`config.mk`:
```
export PLATFORM = sky130hd
export DESIGN_NAME = telemetry_run_statistics_flat
export DESIGN_NICKNAME = d
export VERILOG_FILES = /design/src/sv/tlrs_pkg.sv /design/src/sv/tlrs_in_if.sv /design/src/sv/tlrs_out_if.sv /design/src/sv/tlrs_div.sv /design/src/sv/telemetry_run_statistics.sv /design/src/flat_wrapper.sv
export SDC_FILE = /design/constraint.sdc
export NUM_CORES = 1
export LEC_CHECK = 0
export BUFFER_PORTS_ARGS = -buffer_cell sky130_fd_sc_hd__buf_2
export CORE_MARGIN = 2
export CORE_UTILIZATION = 40
export DETAILED_ROUTE_END_ITERATION = 6
export PLACE_DENSITY_LB_ADDON = 0.25
export SYNTH_ARGS = -nofsm -noshare
export SYNTH_HDL_FRONTEND = slang
export SYNTH_HIERARCHICAL = 1
export SYNTH_SLANG_ARGS = --single-unit
```
`constraint.sdc`:
```
create_clock -name clk -period 17.05 [get_ports clk]
set_clock_uncertainty 0.15 [all_clocks]
set_input_delay 1.705 -clock clk [delete_from_list [all_inputs] [get_ports clk]]
set_output_delay 1.705 -clock clk [all_outputs]
set_load 0.03 [all_outputs]
```
`src/sv/tlrs_pkg.sv`:
```
`timescale 1ns / 1ps
// ----------------------------------------------------------------------------
// tlrs_pkg
// Shared constants, status codes and divider request/response types for the
// telemetry run statistics block.
// ----------------------------------------------------------------------------
package tlrs_pkg;

    localparam int unsigned FRAME_LIMIT = 65536;
    localparam int unsigned CNT_W      = $clog2(FRAME_LIMIT) + 1;
    localparam int unsigned TS_W       = 32;
    localparam int unsigned VOLT_W     = 16;
    localparam int unsigned TEMP_W     = 16;
    localparam int unsigned SUM_W      = 32;
    localparam int unsigned RATE_W     = 26;
    localparam int unsigned MS_W       = 10;
    localparam int unsigned DIV_W      = 32;
    localparam int unsigned DIV_CNT_W  = $clog2(DIV_W);

    localparam logic [VOLT_W-1:0] LOW_VOLTAGE_RESET = VOLT_W'(22000);
    localparam logic [MS_W-1:0]   MS_PER_S          = MS_W'(1000);

    typedef enum logic [1:0] {
        ST_OK       = 2'd0,
        ST_TS_BAD   = 2'd1,
        ST_SINGLE   = 2'd2,
        ST_OVERFLOW = 2'd3
    } status_t;

    typedef struct packed {
        logic             start;
        logic [DIV_W-1:0] dividend;
        logic [DIV_W-1:0] divisor;
    } div_req_t;

    typedef struct packed {
        logic             done;
        logic [DIV_W-1:0] quotient;
    } div_rsp_t;

endpackage

```
`src/sv/tlrs_in_if.sv`:
```
`timescale 1ns / 1ps
// ----------------------------------------------------------------------------
// tlrs_in_if
// Frame channel: valid/ready handshake with one telemetry frame per beat.
// ----------------------------------------------------------------------------
interface tlrs_in_if;

    logic                               valid;
    logic                               ready;
    logic [tlrs_pkg::TS_W-1:0]          stamp_ms;
    logic [tlrs_pkg::VOLT_W-1:0]        voltage_mv;
    logic signed [tlrs_pkg::TEMP_W-1:0] temp_dc;
    logic                               last_frame;

    modport source (
        output valid,
        input  ready,
        output stamp_ms,
        output voltage_mv,
        output temp_dc,
        output last_frame
    );

    modport sink (
        input  valid,
        output ready,
        input  stamp_ms,
        input  voltage_mv,
        input  temp_dc,
        input  last_frame
    );

endinterface

```
`src/sv/tlrs_out_if.sv`:
```
`timescale 1ns / 1ps
// ----------------------------------------------------------------------------
// tlrs_out_if
// Summary channel: valid/ready handshake with one run summary per beat.
// ----------------------------------------------------------------------------
interface tlrs_out_if;

    logic                               valid;
    logic                               ready;
    logic [tlrs_pkg::CNT_W-1:0]         frame_cnt;
    logic [tlrs_pkg::VOLT_W-1:0]        voltage_min_mv;
    logic [tlrs_pkg::VOLT_W-1:0]        voltage_max_mv;
    logic signed [tlrs_pkg::TEMP_W-1:0] temperature_avg_tenths;
    logic [tlrs_pkg::CNT_W-1:0]         low_cnt;
    logic [tlrs_pkg::RATE_W-1:0]        rate_hz;
    logic [1:0]                         status;

    modport source (
        output valid,
        input  ready,
        output frame_cnt,
        output voltage_min_mv,
        output voltage_max_mv,
        output temperature_avg_tenths,
        output low_cnt,
        output rate_hz,
        output status
    );

    modport sink (
        input  valid,
        output ready,
        input  frame_cnt,
        input  voltage_min_mv,
        input  voltage_max_mv,
        input  temperature_avg_tenths,
        input  low_cnt,
        input  rate_hz,
        input  status
    );

endinterface

```
`src/sv/tlrs_div.sv`:
```
`timescale 1ns / 1ps
// ----------------------------------------------------------------------------
// tlrs_div
// Shared unsigned restoring divider, one quotient bit per cycle.
// ----------------------------------------------------------------------------
module tlrs_div (
    input  logic               clk,
    input  logic               rst_n,
    input  tlrs_pkg::div_req_t req,
    output tlrs_pkg::div_rsp_t rsp
);

    logic                                 busy_reg;
    logic                                 done_reg;
    logic [tlrs_pkg::DIV_CNT_W-1:0]       cnt_reg;
    logic [tlrs_pkg::DIV_W-1:0]           quo_reg;
    logic [tlrs_pkg::DIV_W-1:0]           rem_reg;
    logic [tlrs_pkg::DIV_W-1:0]           dvs_reg;

    logic [tlrs_pkg::DIV_W:0]             trial;
    logic [tlrs_pkg::DIV_W+1:0]           diff;
    logic                                 fits;
    logic [tlrs_pkg::DIV_W-1:0]           quo_next;
    logic [tlrs_pkg::DIV_W-1:0]           rem_next;

    always_comb
    begin
        trial    = {rem_reg, quo_reg[tlrs_pkg::DIV_W-1]};
        diff     = {1'b0, trial} - {2'b00, dvs_reg};
        fits     = ~diff[tlrs_pkg::DIV_W+1];
        rem_next = fits ? diff[tlrs_pkg::DIV_W-1:0] : trial[tlrs_pkg::DIV_W-1:0];
        quo_next = {quo_reg[tlrs_pkg::DIV_W-2:0], fits};
    end

    always_ff @(posedge clk or negedge rst_n)
    begin
        if (!rst_n)
        begin
            busy_reg <= 1'b0;
            done_reg <= 1'b0;
            cnt_reg  <= '0;
        end
        else
        begin
            done_reg <= 1'b0;
            if (req.start)
            begin
                busy_reg <= 1'b1;
                cnt_reg  <= '0;
            end
            else if (busy_reg)
            begin
                cnt_reg <= cnt_reg + 1'b1;
                if (cnt_reg == tlrs_pkg::DIV_CNT_W'(tlrs_pkg::DIV_W - 1))
                begin
                    busy_reg <= 1'b0;
                    done_reg <= 1'b1;
                end
            end
        end
    end

    always_ff @(posedge clk)
    begin
        if (req.start)
        begin
            quo_reg <= req.dividend;
            rem_reg <= '0;
            dvs_reg <= req.divisor;
        end
        else if (busy_reg)
        begin
            quo_reg <= quo_next;
            rem_reg <= rem_next;
        end
    end

    assign rsp.done     = done_reg;
    assign rsp.quotient = quo_reg;

endmodule

```
`src/sv/telemetry_run_statistics.sv`:
```
`timescale 1ns / 1ps
// ----------------------------------------------------------------------------
// telemetry_run_statistics
// Per-run statistics over telemetry frames; one summary per closed run.
// ----------------------------------------------------------------------------
//  channel   dir  handshake          beat
//  in_ch     in   valid/ready        one frame (timestamp, voltage, temp, last)
//  out_ch    out  valid/ready        one run summary
//  cfg       in   cfg_we             low-voltage threshold in mV
//
//  A frame that does not close the run leaves the block ready for the next frame.
//  A closing frame holds the input through two passes of the shared divider
//  (average temperature, then frame rate) plus sequencing; the second pass
//  is skipped when the rate is forced to zero.
//  The summary sits in an output register; the next frame is taken while it
//  waits, and a new summary waits only for the previous one to be taken.
//  Reset clears the run counters and status and loads the threshold with 22000 mV.
// ----------------------------------------------------------------------------
module telemetry_run_statistics (
    input  logic                          clk,
    input  logic                          rst_n,
    input  logic                          cfg_we,
    input  logic [tlrs_pkg::VOLT_W-1:0]   cfg_wdata,
    tlrs_in_if.sink                       in_ch,
    tlrs_out_if.source                    out_ch
);

    typedef enum logic [4:0] {
        S_IDLE      = 5'b00001,
        S_AVG_GO    = 5'b00010,
        S_AVG_WAIT  = 5'b00100,
        S_RATE_GO   = 5'b01000,
        S_RATE_WAIT = 5'b10000
    } state_t;

    localparam logic [tlrs_pkg::CNT_W-1:0] CNT_MAX = tlrs_pkg::CNT_W'(tlrs_pkg::FRAME_LIMIT);
    localparam logic [tlrs_pkg::CNT_W-1:0] CNT_ONE = tlrs_pkg::CNT_W'(1);

    state_t                              state_reg, state_next;
    logic                                done_reg, done_next;
    logic [tlrs_pkg::VOLT_W-1:0]         thr_reg;

    logic [tlrs_pkg::CNT_W-1:0]          count_reg, count_next;
    logic [tlrs_pkg::VOLT_W-1:0]         vmin_reg, vmin_next;
    logic [tlrs_pkg::VOLT_W-1:0]         vmax_reg, vmax_next;
    logic signed [tlrs_pkg::SUM_W-1:0]   sum_reg, sum_next;
    logic [tlrs_pkg::CNT_W-1:0]          low_reg, low_next;
    logic [tlrs_pkg::TS_W-1:0]           first_ts_reg, first_ts_next;
    logic [tlrs_pkg::TS_W-1:0]           prev_ts_reg, prev_ts_next;
    tlrs_pkg::status_t                   status_reg, status_next;
    logic                                ts_err_reg, ts_err_next;
    logic signed [tlrs_pkg::TEMP_W-1:0]  avg_reg, avg_next;
    logic [tlrs_pkg::RATE_W-1:0]         rate_reg, rate_next;

    logic                                out_valid_reg;
    logic                                in_fire;
    logic                                out_free;
    logic                                publish;
    logic                                sum_neg;
    logic [tlrs_pkg::SUM_W-1:0]          sum_mag;
    logic [tlrs_pkg::TS_W-1:0]           elapsed;
    logic                                rate_needed;
    logic [tlrs_pkg::CNT_W+tlrs_pkg::MS_W-1:0] rate_num;
    logic [tlrs_pkg::TEMP_W-1:0]         avg_mag;
    tlrs_pkg::status_t                   status_out;

    tlrs_pkg::div_req_t                  div_req;
    tlrs_pkg::div_rsp_t                  div_rsp;

    tlrs_div u_div (
        .clk   (clk),
        .rst_n (rst_n),
        .req   (div_req),
        .rsp   (div_rsp)
    );

    assign in_ch.ready = (state_reg == S_IDLE) && !done_reg;
    assign in_fire     = in_ch.valid && in_ch.ready;
    assign out_free    = !out_valid_reg || out_ch.ready;
    assign publish     = done_reg && out_free;

    assign sum_neg     = sum_reg[tlrs_pkg::SUM_W-1];
    assign sum_mag     = sum_neg ? (~sum_reg + 1'b1) : sum_reg;
    assign elapsed     = prev_ts_reg - first_ts_reg;
    assign rate_needed = (count_reg != CNT_ONE) && !ts_err_reg && (elapsed != '0);
    assign rate_num    = {{tlrs_pkg::MS_W{1'b0}}, count_reg - CNT_ONE}
                         * {{tlrs_pkg::CNT_W{1'b0}}, tlrs_pkg::MS_PER_S};
    assign avg_mag     = div_rsp.quotient[tlrs_pkg::TEMP_W-1:0];
    assign status_out  = ((count_reg == CNT_ONE) && (status_reg == tlrs_pkg::ST_OK))
                         ? tlrs_pkg::ST_SINGLE : status_reg;

    always_comb
    begin
        div_req.start    = 1'b0;
        div_req.dividend = sum_mag;
        div_req.divisor  = tlrs_pkg::DIV_W'(count_reg);
        case (state_reg)
            S_AVG_GO:
            begin
                div_req.start = 1'b1;
            end
            S_RATE_GO:
            begin
                div_req.start    = rate_needed;
                div_req.dividend = tlrs_pkg::DIV_W'(rate_num);
                div_req.divisor  = elapsed;
            end
            default:
            begin
                div_req.start = 1'b0;
            end
        endcase
    end

    always_comb
    begin
        state_next    = state_reg;
        done_next     = done_reg;
        count_next    = count_reg;
        vmin_next     = vmin_reg;
        vmax_next     = vmax_reg;
        sum_next      = sum_reg;
        low_next      = low_reg;
        first_ts_next = first_ts_reg;
        prev_ts_next  = prev_ts_reg;
        status_next   = status_reg;
        ts_err_next   = ts_err_reg;
        avg_next      = avg_reg;
        rate_next     = rate_reg;

        case (state_reg)
            S_IDLE:
            begin
                if (publish)
                begin
                    done_next     = 1'b0;
                    count_next    = '0;
                    vmin_next     = '0;
                    vmax_next     = '0;
                    sum_next      = '0;
                    low_next      = '0;
                    first_ts_next = '0;
                    prev_ts_next  = '0;
                    status_next   = tlrs_pkg::ST_OK;
                    ts_err_next   = 1'b0;
                end
                else if (in_fire)
                begin
                    if (count_reg >= CNT_MAX)
                    begin
                        status_next = tlrs_pkg::ST_OVERFLOW;
                    end
                    else
                    begin
                        if (count_reg == '0)
                        begin
                            vmin_next     = in_ch.voltage_mv;
                            vmax_next     = in_ch.voltage_mv;
                            first_ts_next = in_ch.stamp_ms;
                        end
                        else
                        begin
                            if (in_ch.stamp_ms <= prev_ts_reg)
                            begin
                                ts_err_next = 1'b1;
                                if (status_reg != tlrs_pkg::ST_OVERFLOW)
                                begin
                                    status_next = tlrs_pkg::ST_TS_BAD;
                                end
                            end
                            if (in_ch.voltage_mv < vmin_reg)
                            begin
                                vmin_next = in_ch.voltage_mv;
                            end
                            if (in_ch.voltage_mv > vmax_reg)
                            begin
                                vmax_next = in_ch.voltage_mv;
                            end
                        end
                        prev_ts_next = in_ch.stamp_ms;
                        sum_next     = sum_reg
                                       + tlrs_pkg::SUM_W'(in_ch.temp_dc);
                        if (in_ch.voltage_mv < thr_reg)
                        begin
                            low_next = low_reg + 1'b1;
                        end
                        count_next = count_reg + 1'b1;
                    end
                    if (in_ch.last_frame)
                    begin
                        state_next = S_AVG_GO;
                    end
                end
            end
            S_AVG_GO:
            begin
                state_next = S_AVG_WAIT;
            end
            S_AVG_WAIT:
            begin
                if (div_rsp.done)
                begin
                    avg_next   = sum_neg ? (~avg_mag + 1'b1) : avg_mag;
                    state_next = S_RATE_GO;
                end
            end
            S_RATE_GO:
            begin
                if (rate_needed)
                begin
                    state_next = S_RATE_WAIT;
                end
                else
                begin
                    rate_next  = '0;
                    done_next  = 1'b1;
                    state_next = S_IDLE;
                end
            end
            S_RATE_WAIT:
            begin
                if (div_rsp.done)
                begin
                    rate_next  = div_rsp.quotient[tlrs_pkg::RATE_W-1:0];
                    done_next  = 1'b1;
                    state_next = S_IDLE;
                end
            end
            default:
            begin
                state_next = S_IDLE;
            end
        endcase
    end

    always_ff @(posedge clk or negedge rst_n)
    begin
        if (!rst_n)
        begin
            state_reg     <= S_IDLE;
            done_reg      <= 1'b0;
            thr_reg       <= tlrs_pkg::LOW_VOLTAGE_RESET;
            count_reg     <= '0;
            vmin_reg      <= '0;
            vmax_reg      <= '0;
            sum_reg       <= '0;
            low_reg       <= '0;
            first_ts_reg  <= '0;
            prev_ts_reg   <= '0;
            status_reg    <= tlrs_pkg::ST_OK;
            ts_err_reg    <= 1'b0;
            out_valid_reg <= 1'b0;
        end
        else
        begin
            state_reg    <= state_next;
            done_reg     <= done_next;
            count_reg    <= count_next;
            vmin_reg     <= vmin_next;
            vmax_reg     <= vmax_next;
            sum_reg      <= sum_next;
            low_reg      <= low_next;
            first_ts_reg <= first_ts_next;
            prev_ts_reg  <= prev_ts_next;
            status_reg   <= status_next;
            ts_err_reg   <= ts_err_next;
            if (cfg_we)
            begin
                thr_reg <= cfg_wdata;
            end
            if (publish)
            begin
                out_valid_reg <= 1'b1;
            end
            else if (out_ch.ready)
            begin
                out_valid_reg <= 1'b0;
            end
        end
    end

    always_ff @(posedge clk)
    begin
        avg_reg  <= avg_next;
        rate_reg <= rate_next;
        if (publish)
        begin
            out_ch.frame_cnt              <= count_reg;
            out_ch.voltage_min_mv         <= vmin_reg;
            out_ch.voltage_max_mv         <= vmax_reg;
            out_ch.temperature_avg_tenths <= avg_reg;
            out_ch.low_cnt                <= low_reg;
            out_ch.rate_hz                <= rate_reg;
            out_ch.status                 <= status_out;
        end
    end

    assign out_ch.valid = out_valid_reg;

endmodule

```
`src/flat_wrapper.sv`:
```
// flat-port wrapper written by rule: the top's interface ports become plain ports
module telemetry_run_statistics_flat 
  (clk, rst_n, cfg_we, cfg_wdata, in_ch_valid, in_ch_ready, in_ch_stamp_ms, in_ch_voltage_mv, in_ch_temp_dc, in_ch_last_frame, out_ch_valid, out_ch_ready, out_ch_frame_cnt, out_ch_voltage_min_mv, out_ch_voltage_max_mv, out_ch_temperature_avg_tenths, out_ch_low_cnt, out_ch_rate_hz, out_ch_status);
  tlrs_in_if in_ch_i ();
  tlrs_out_if out_ch_i ();
  input  logic clk;
  input  logic rst_n;
  input  logic cfg_we;
  input  logic [tlrs_pkg::VOLT_W-1:0] cfg_wdata;
  input wire logic [$bits(in_ch_i.valid)-1:0] in_ch_valid;
  output wire logic [$bits(in_ch_i.ready)-1:0] in_ch_ready;
  input wire logic [$bits(in_ch_i.stamp_ms)-1:0] in_ch_stamp_ms;
  input wire logic [$bits(in_ch_i.voltage_mv)-1:0] in_ch_voltage_mv;
  input wire logic [$bits(in_ch_i.temp_dc)-1:0] in_ch_temp_dc;
  input wire logic [$bits(in_ch_i.last_frame)-1:0] in_ch_last_frame;
  output wire logic [$bits(out_ch_i.valid)-1:0] out_ch_valid;
  input wire logic [$bits(out_ch_i.ready)-1:0] out_ch_ready;
  output wire logic [$bits(out_ch_i.frame_cnt)-1:0] out_ch_frame_cnt;
  output wire logic [$bits(out_ch_i.voltage_min_mv)-1:0] out_ch_voltage_min_mv;
  output wire logic [$bits(out_ch_i.voltage_max_mv)-1:0] out_ch_voltage_max_mv;
  output wire logic [$bits(out_ch_i.temperature_avg_tenths)-1:0] out_ch_temperature_avg_tenths;
  output wire logic [$bits(out_ch_i.low_cnt)-1:0] out_ch_low_cnt;
  output wire logic [$bits(out_ch_i.rate_hz)-1:0] out_ch_rate_hz;
  output wire logic [$bits(out_ch_i.status)-1:0] out_ch_status;
  assign in_ch_i.valid = in_ch_valid;
  assign in_ch_ready = in_ch_i.ready;
  assign in_ch_i.stamp_ms = in_ch_stamp_ms;
  assign in_ch_i.voltage_mv = in_ch_voltage_mv;
  assign in_ch_i.temp_dc = in_ch_temp_dc;
  assign in_ch_i.last_frame = in_ch_last_frame;
  assign out_ch_valid = out_ch_i.valid;
  assign out_ch_i.ready = out_ch_ready;
  assign out_ch_frame_cnt = out_ch_i.frame_cnt;
  assign out_ch_voltage_min_mv = out_ch_i.voltage_min_mv;
  assign out_ch_voltage_max_mv = out_ch_i.voltage_max_mv;
  assign out_ch_temperature_avg_tenths = out_ch_i.temperature_avg_tenths;
  assign out_ch_low_cnt = out_ch_i.low_cnt;
  assign out_ch_rate_hz = out_ch_i.rate_hz;
  assign out_ch_status = out_ch_i.status;
  telemetry_run_statistics u_core (.clk(clk), .rst_n(rst_n), .cfg_we(cfg_we), .cfg_wdata(cfg_wdata), .in_ch(in_ch_i), .out_ch(out_ch_i));
endmodule
```
==> results.py <==
metrics = {
    "sta": {
        "final_worst_path_period_need_ps": 7529,
        "layout_worst_path_cycle_share_pct": 44.16,
        "timing.final.hold_violations": 0,
        "worst_slew_margin_rel_pct": 16.46,
        "worstMarginPinSlew_ps": 1244,
        "rsz0062_at_grt": "no",
        "count_of_final_setup_violators": 0,
        "fmax_ghz": 0.1328,
        "tns_ps": 0,
        "timing_max_transition_violations_final": 0,
    },
    "clocking": {
        "clock_sinks": 443,
        "tritoncts_clock_tree": "built",
        "clock_path_buffers": 3,
        "cts.hold.buffers_added": 0,
        "clk_pin_slew_worst_paths_ps": 60,
        "insertion_delay_ps": 600,
        "cts_inserted_buffers": 52,
        "post_cts_buffers": 0,
        "clock_tree.htree_level_count": 2,
        "post_cts_resize_count": 0,
        "cts.root.buffer_cell": "sky130_fd_sc_hd__clkbuf_16",
    },
    "setup_path": {
        "worstPathRequired_ps": 17260,
        "reg2reg_depth": 24,
        "cp_slowest_stage_delay_ps": 870,
        "cp_common_cell": "sky130_fd_sc_hd__inv_1",
        "timing.critical_path.from_type": "register",
        "r2r_slack_ps": 9520,
        "rr_startpoint": "u_core/count_reg[0]",
        "critical_path.slowest_cell": "sky130_fd_sc_hd__nor4_1",
        "end_kind": "register",
        "arrival_ps": 7740,
        "critical_path.reg2reg.endpoint": "u_core/u_div/quo_reg[26]",
        "path_max_fanout": 13,
        "critical_path_class": "reg -> reg",
        "critical_path.cell_chain": "inv_1 -> ha_1 -> nand2b_1 -> nor4_1 -> xnor2_1 -> xnor2_1 -> inv_1 -> ha_1 -> inv_1 -> fa_1 -> fa_1 -> fa_1 -> inv_1 -> ha_1 -> a21o_1 -> a21o_1 -> a2111oi_0 -> o22ai_1 -> nand2_1 -> a21oi_1 -> o31ai_1 -> mux2i_1 -> nor2_1 -> mux2_2",
    },
    "grt": {
        "global_route.usage.total_pct": 20.42,
        "first_global_vias": 21530,
        "gr-usage-met1_pct": 28.47,
        "global_route.overflow_total": 0,
        "grt_most_used_layer": "met2",
        "grt_max_degree": 71,
        "use_met2_pct": 32.15,
        "grtUsageMet3_pct": 4.152,
        "grt_first_pass_wirelength_mm": 119.6,
        "initial_antenna_violation_count": 6,
    },
    "detailed_routing": {
        "routed_vias": 21510,
        "drc_errors": 0,
        "detail_route.wl_per_cell_um": 18.77,
        "totalWireLength_mm": 74.99,
        "routed_via_density": 5.383,
        "drt_iter0_drc": 1550,
        "ant_nets": 0,
        "router_iterations_before_antenna_repair": 5,
    },
    "layout": {
        "multi_input_comb_area_mm2": 0.01492,
        "seqCellArea_mm2": 0.01202,
        "fillCellCount": 6618,
        "drive_gt1_share_pct": 13.98,
        "area_growth_from_synthesis_to_final_layout_pct": 12.68,
        "finalNetCount": 3384,
    },
    "floorplan": {
        "rows": 97,
        "initial_core_util_pct": 40.45,
        "design.portCount": 198,
        "die_width_um": 270.1,
        "core_region_area_mm2": 0.07003,
        "fp.dieH_um": 270.1,
        "floorplan.die_area_mm2": 0.07297,
    },
    "place": {
        "place.gp.congestion": 0.9369,
        "dpl.hpwl_mm": 56.44,
        "port-buffer-count": 197,
    },
    "synthesis": {
        "synth.ff_latch_count": 443,
        "asyncSetResetFlopFracSynth_pct": 44.02,
        "syn_inst": 2850,
        "dominantRegCellSynth": "sky130_fd_sc_hd__edfxtp_1",
        "synth_cell_types": 95,
        "syn_area_per_cell_um2": 9.940,
        "synthesis.nets": 3220,
        "synth.yosys.warnings": 6,
        "synth_sequential_area_ratio_pct": 42.42,
        "syn-cell-area_mm2": 0.02833,
        "synth-edff-count": 216,
    },
    "status": {
        "status": "finished clean",
    },
    "job": {
        "timing.max_cap.violations": 0,
    },
    "min_path": {
        "hold_path.startpoint": "u_core/rate_reg[17]",
        "min_path_cells": 0,
        "hp-class": "reg -> reg",
        "min_to": "u_core/out_ch.rate_hz[17]",
    },
}
==> metal layers <==
metal,vias up,wire [um],share of wire [%]
met5,-,34,0.045
met4,6,1783,2.4
met3,102,4549,6.1
met2,500,33720,45
met1,10460,34900,47
li1,10440,-,-
==> cells in the mapped netlist (8+ instances only) <==
master	count	area, um^2
sky130_fd_sc_hd__nor4_1	18	112.6
sky130_fd_sc_hd__o21a_1	25	187.7
sky130_fd_sc_hd__nor3_1	51	255.2
sky130_fd_sc_hd__o211ai_1	9	67.56
sky130_fd_sc_hd__edfxtp_1	216	6486
sky130_fd_sc_hd__or4_1	9	67.56
sky130_fd_sc_hd__a31oi_1	18	112.6
sky130_fd_sc_hd__fa_1	53	1061
sky130_fd_sc_hd__nand4_1	38	237.7
sky130_fd_sc_hd__nor2b_1	23	143.9
sky130_fd_sc_hd__or2_2	8	50.05
sky130_fd_sc_hd__nor2_1	180	675.7
sky130_fd_sc_hd__a21oi_1	129	645.6
sky130_fd_sc_hd__ha_1	231	2890
sky130_fd_sc_hd__a21o_1	72	540.5
sky130_fd_sc_hd__mux2_2	68	765.7
sky130_fd_sc_hd__o41ai_1	9	78.83
sky130_fd_sc_hd__nand3_1	85	425.4
sky130_fd_sc_hd__o21ai_0	215	1076
sky130_fd_sc_hd__and3_1	13	81.33
sky130_fd_sc_hd__and4_1	14	122.6
sky130_fd_sc_hd__dfxtp_1	32	640.6
sky130_fd_sc_hd__o31ai_1	28	210.2
sky130_fd_sc_hd__a211oi_1	22	165.2
sky130_fd_sc_hd__or3_1	15	93.84
sky130_fd_sc_hd__clkbuf_1	85	319.1
sky130_fd_sc_hd__inv_1	260	975.9
sky130_fd_sc_hd__nand2_1	252	945.9
sky130_fd_sc_hd__and2_1	48	300.3
sky130_fd_sc_hd__nand2b_1	34	212.7
sky130_fd_sc_hd__xnor2_1	109	954.7
sky130_fd_sc_hd__dfstp_2	9	236.5
sky130_fd_sc_hd__buf_2	12	60.06
sky130_fd_sc_hd__dfrtp_1	186	4654
sky130_fd_sc_hd__o21bai_1	15	112.6
sky130_fd_sc_hd__xor2_1	79	691.9
sky130_fd_sc_hd__mux2i_1	22	220.2
==> cell families (layout without fill, tap and decap cells) <==
kind of cell               count (synthesis)  in the layout  synth area share (%)
and+or+nand+nor                          817            817                 14.09
DFF                                      443            443                 42.42
other                                      0              1                     0
xor gates and xnor gates                 188            188                 5.812
adders and majority gates                284            284                 13.95
buffers and inverters                    373            578                 5.141
AOI/OAI and AO/OA                        655            655                 15.10
muxes                                     90             90                 3.480
==> final cells by class <==
cell class              instances  area share [%]
multi-input cells            2034           46.73
flip-flops and latches        443           37.65
clock buffers                  65           4.292
well taps                     940           3.684
repair buffers                221           3.680
inverters                     262           3.096
clock inverters                30          0.8662
diodes                          1        0.007839
==> layout by cell type, fill, tap and decap left out, drive strengths merged, types with 66 or more instances in the layout <==
| master | Yosys | routed |
|---|---|---|
| nand3 | 86 | 86 |
| buf | 24 | 220 |
| inv | 260 | 264 |
| xnor2 | 109 | 109 |
| nand2 | 257 | 257 |
| a21oi | 129 | 129 |
| ha | 231 | 231 |
| clkbuf | 87 | 66 |
| edfxtp | 216 | 216 |
| a21o | 73 | 73 |
| xor2 | 79 | 79 |
| o21ai | 223 | 223 |
| mux2 | 68 | 68 |
| nor2 | 180 | 180 |
| dfrtp | 186 | 186 |
==> critical path, delay by kind of cell, from the launching register on <==
kind,cells,cell delay (ps)
fa+ha+maj,6,2310
compound gates,6,1530
simple gates,4,1160
xor+xnor,2,720
flops,1,540
mux,2,480
buf+inv,4,380
==> how the worst max path moves through the flow <==
stage / startpoint / endpoint / slack [ps] / depth (start not counted)
after floorplan: u_core/count_reg[0] / u_core/u_div/quo_reg[26] / 10410 / 25
after global placement: u_core/count_reg[0] / u_core/u_div/quo_reg[26] / 9820 / 24
after detailed placement: u_core/count_reg[0] / u_core/u_div/quo_reg[26] / 9660 / 24
after CTS: u_core/count_reg[0] / u_core/u_div/quo_reg[26] / 9650 / 24
after global routing: u_core/count_reg[0] / u_core/u_div/quo_reg[26] / 9070 / 24
final: u_core/count_reg[0] / u_core/u_div/quo_reg[26] / 9520 / 24
==> through the flow <==
| step | hold slack [ps] | std cells | setup slack, ps | cell area (um^2) | util, % |
|---|---|---|---|---|---|
| final | 266.7 | 3996 | 9521 | 31920 | 45.59 |
| after global routing | 274.8 | 3996 | 9074 | 31920 | 45.59 |
| after CTS | 268.8 | 3995 | 9648 | 31920 | 45.58 |
| after detailed placement | 254.5 | 3900 | 9665 | 30270 | 43.23 |
| after global placement | 253.1 | 3900 | 9824 | 30270 | 43.23 |
| after floorplan | 250.3 | 2850 | 10410 | 28330 | - |
Power is not shown: default switching activity piles up to over one toggle a cycle in this logic, so the estimate is an artifact.
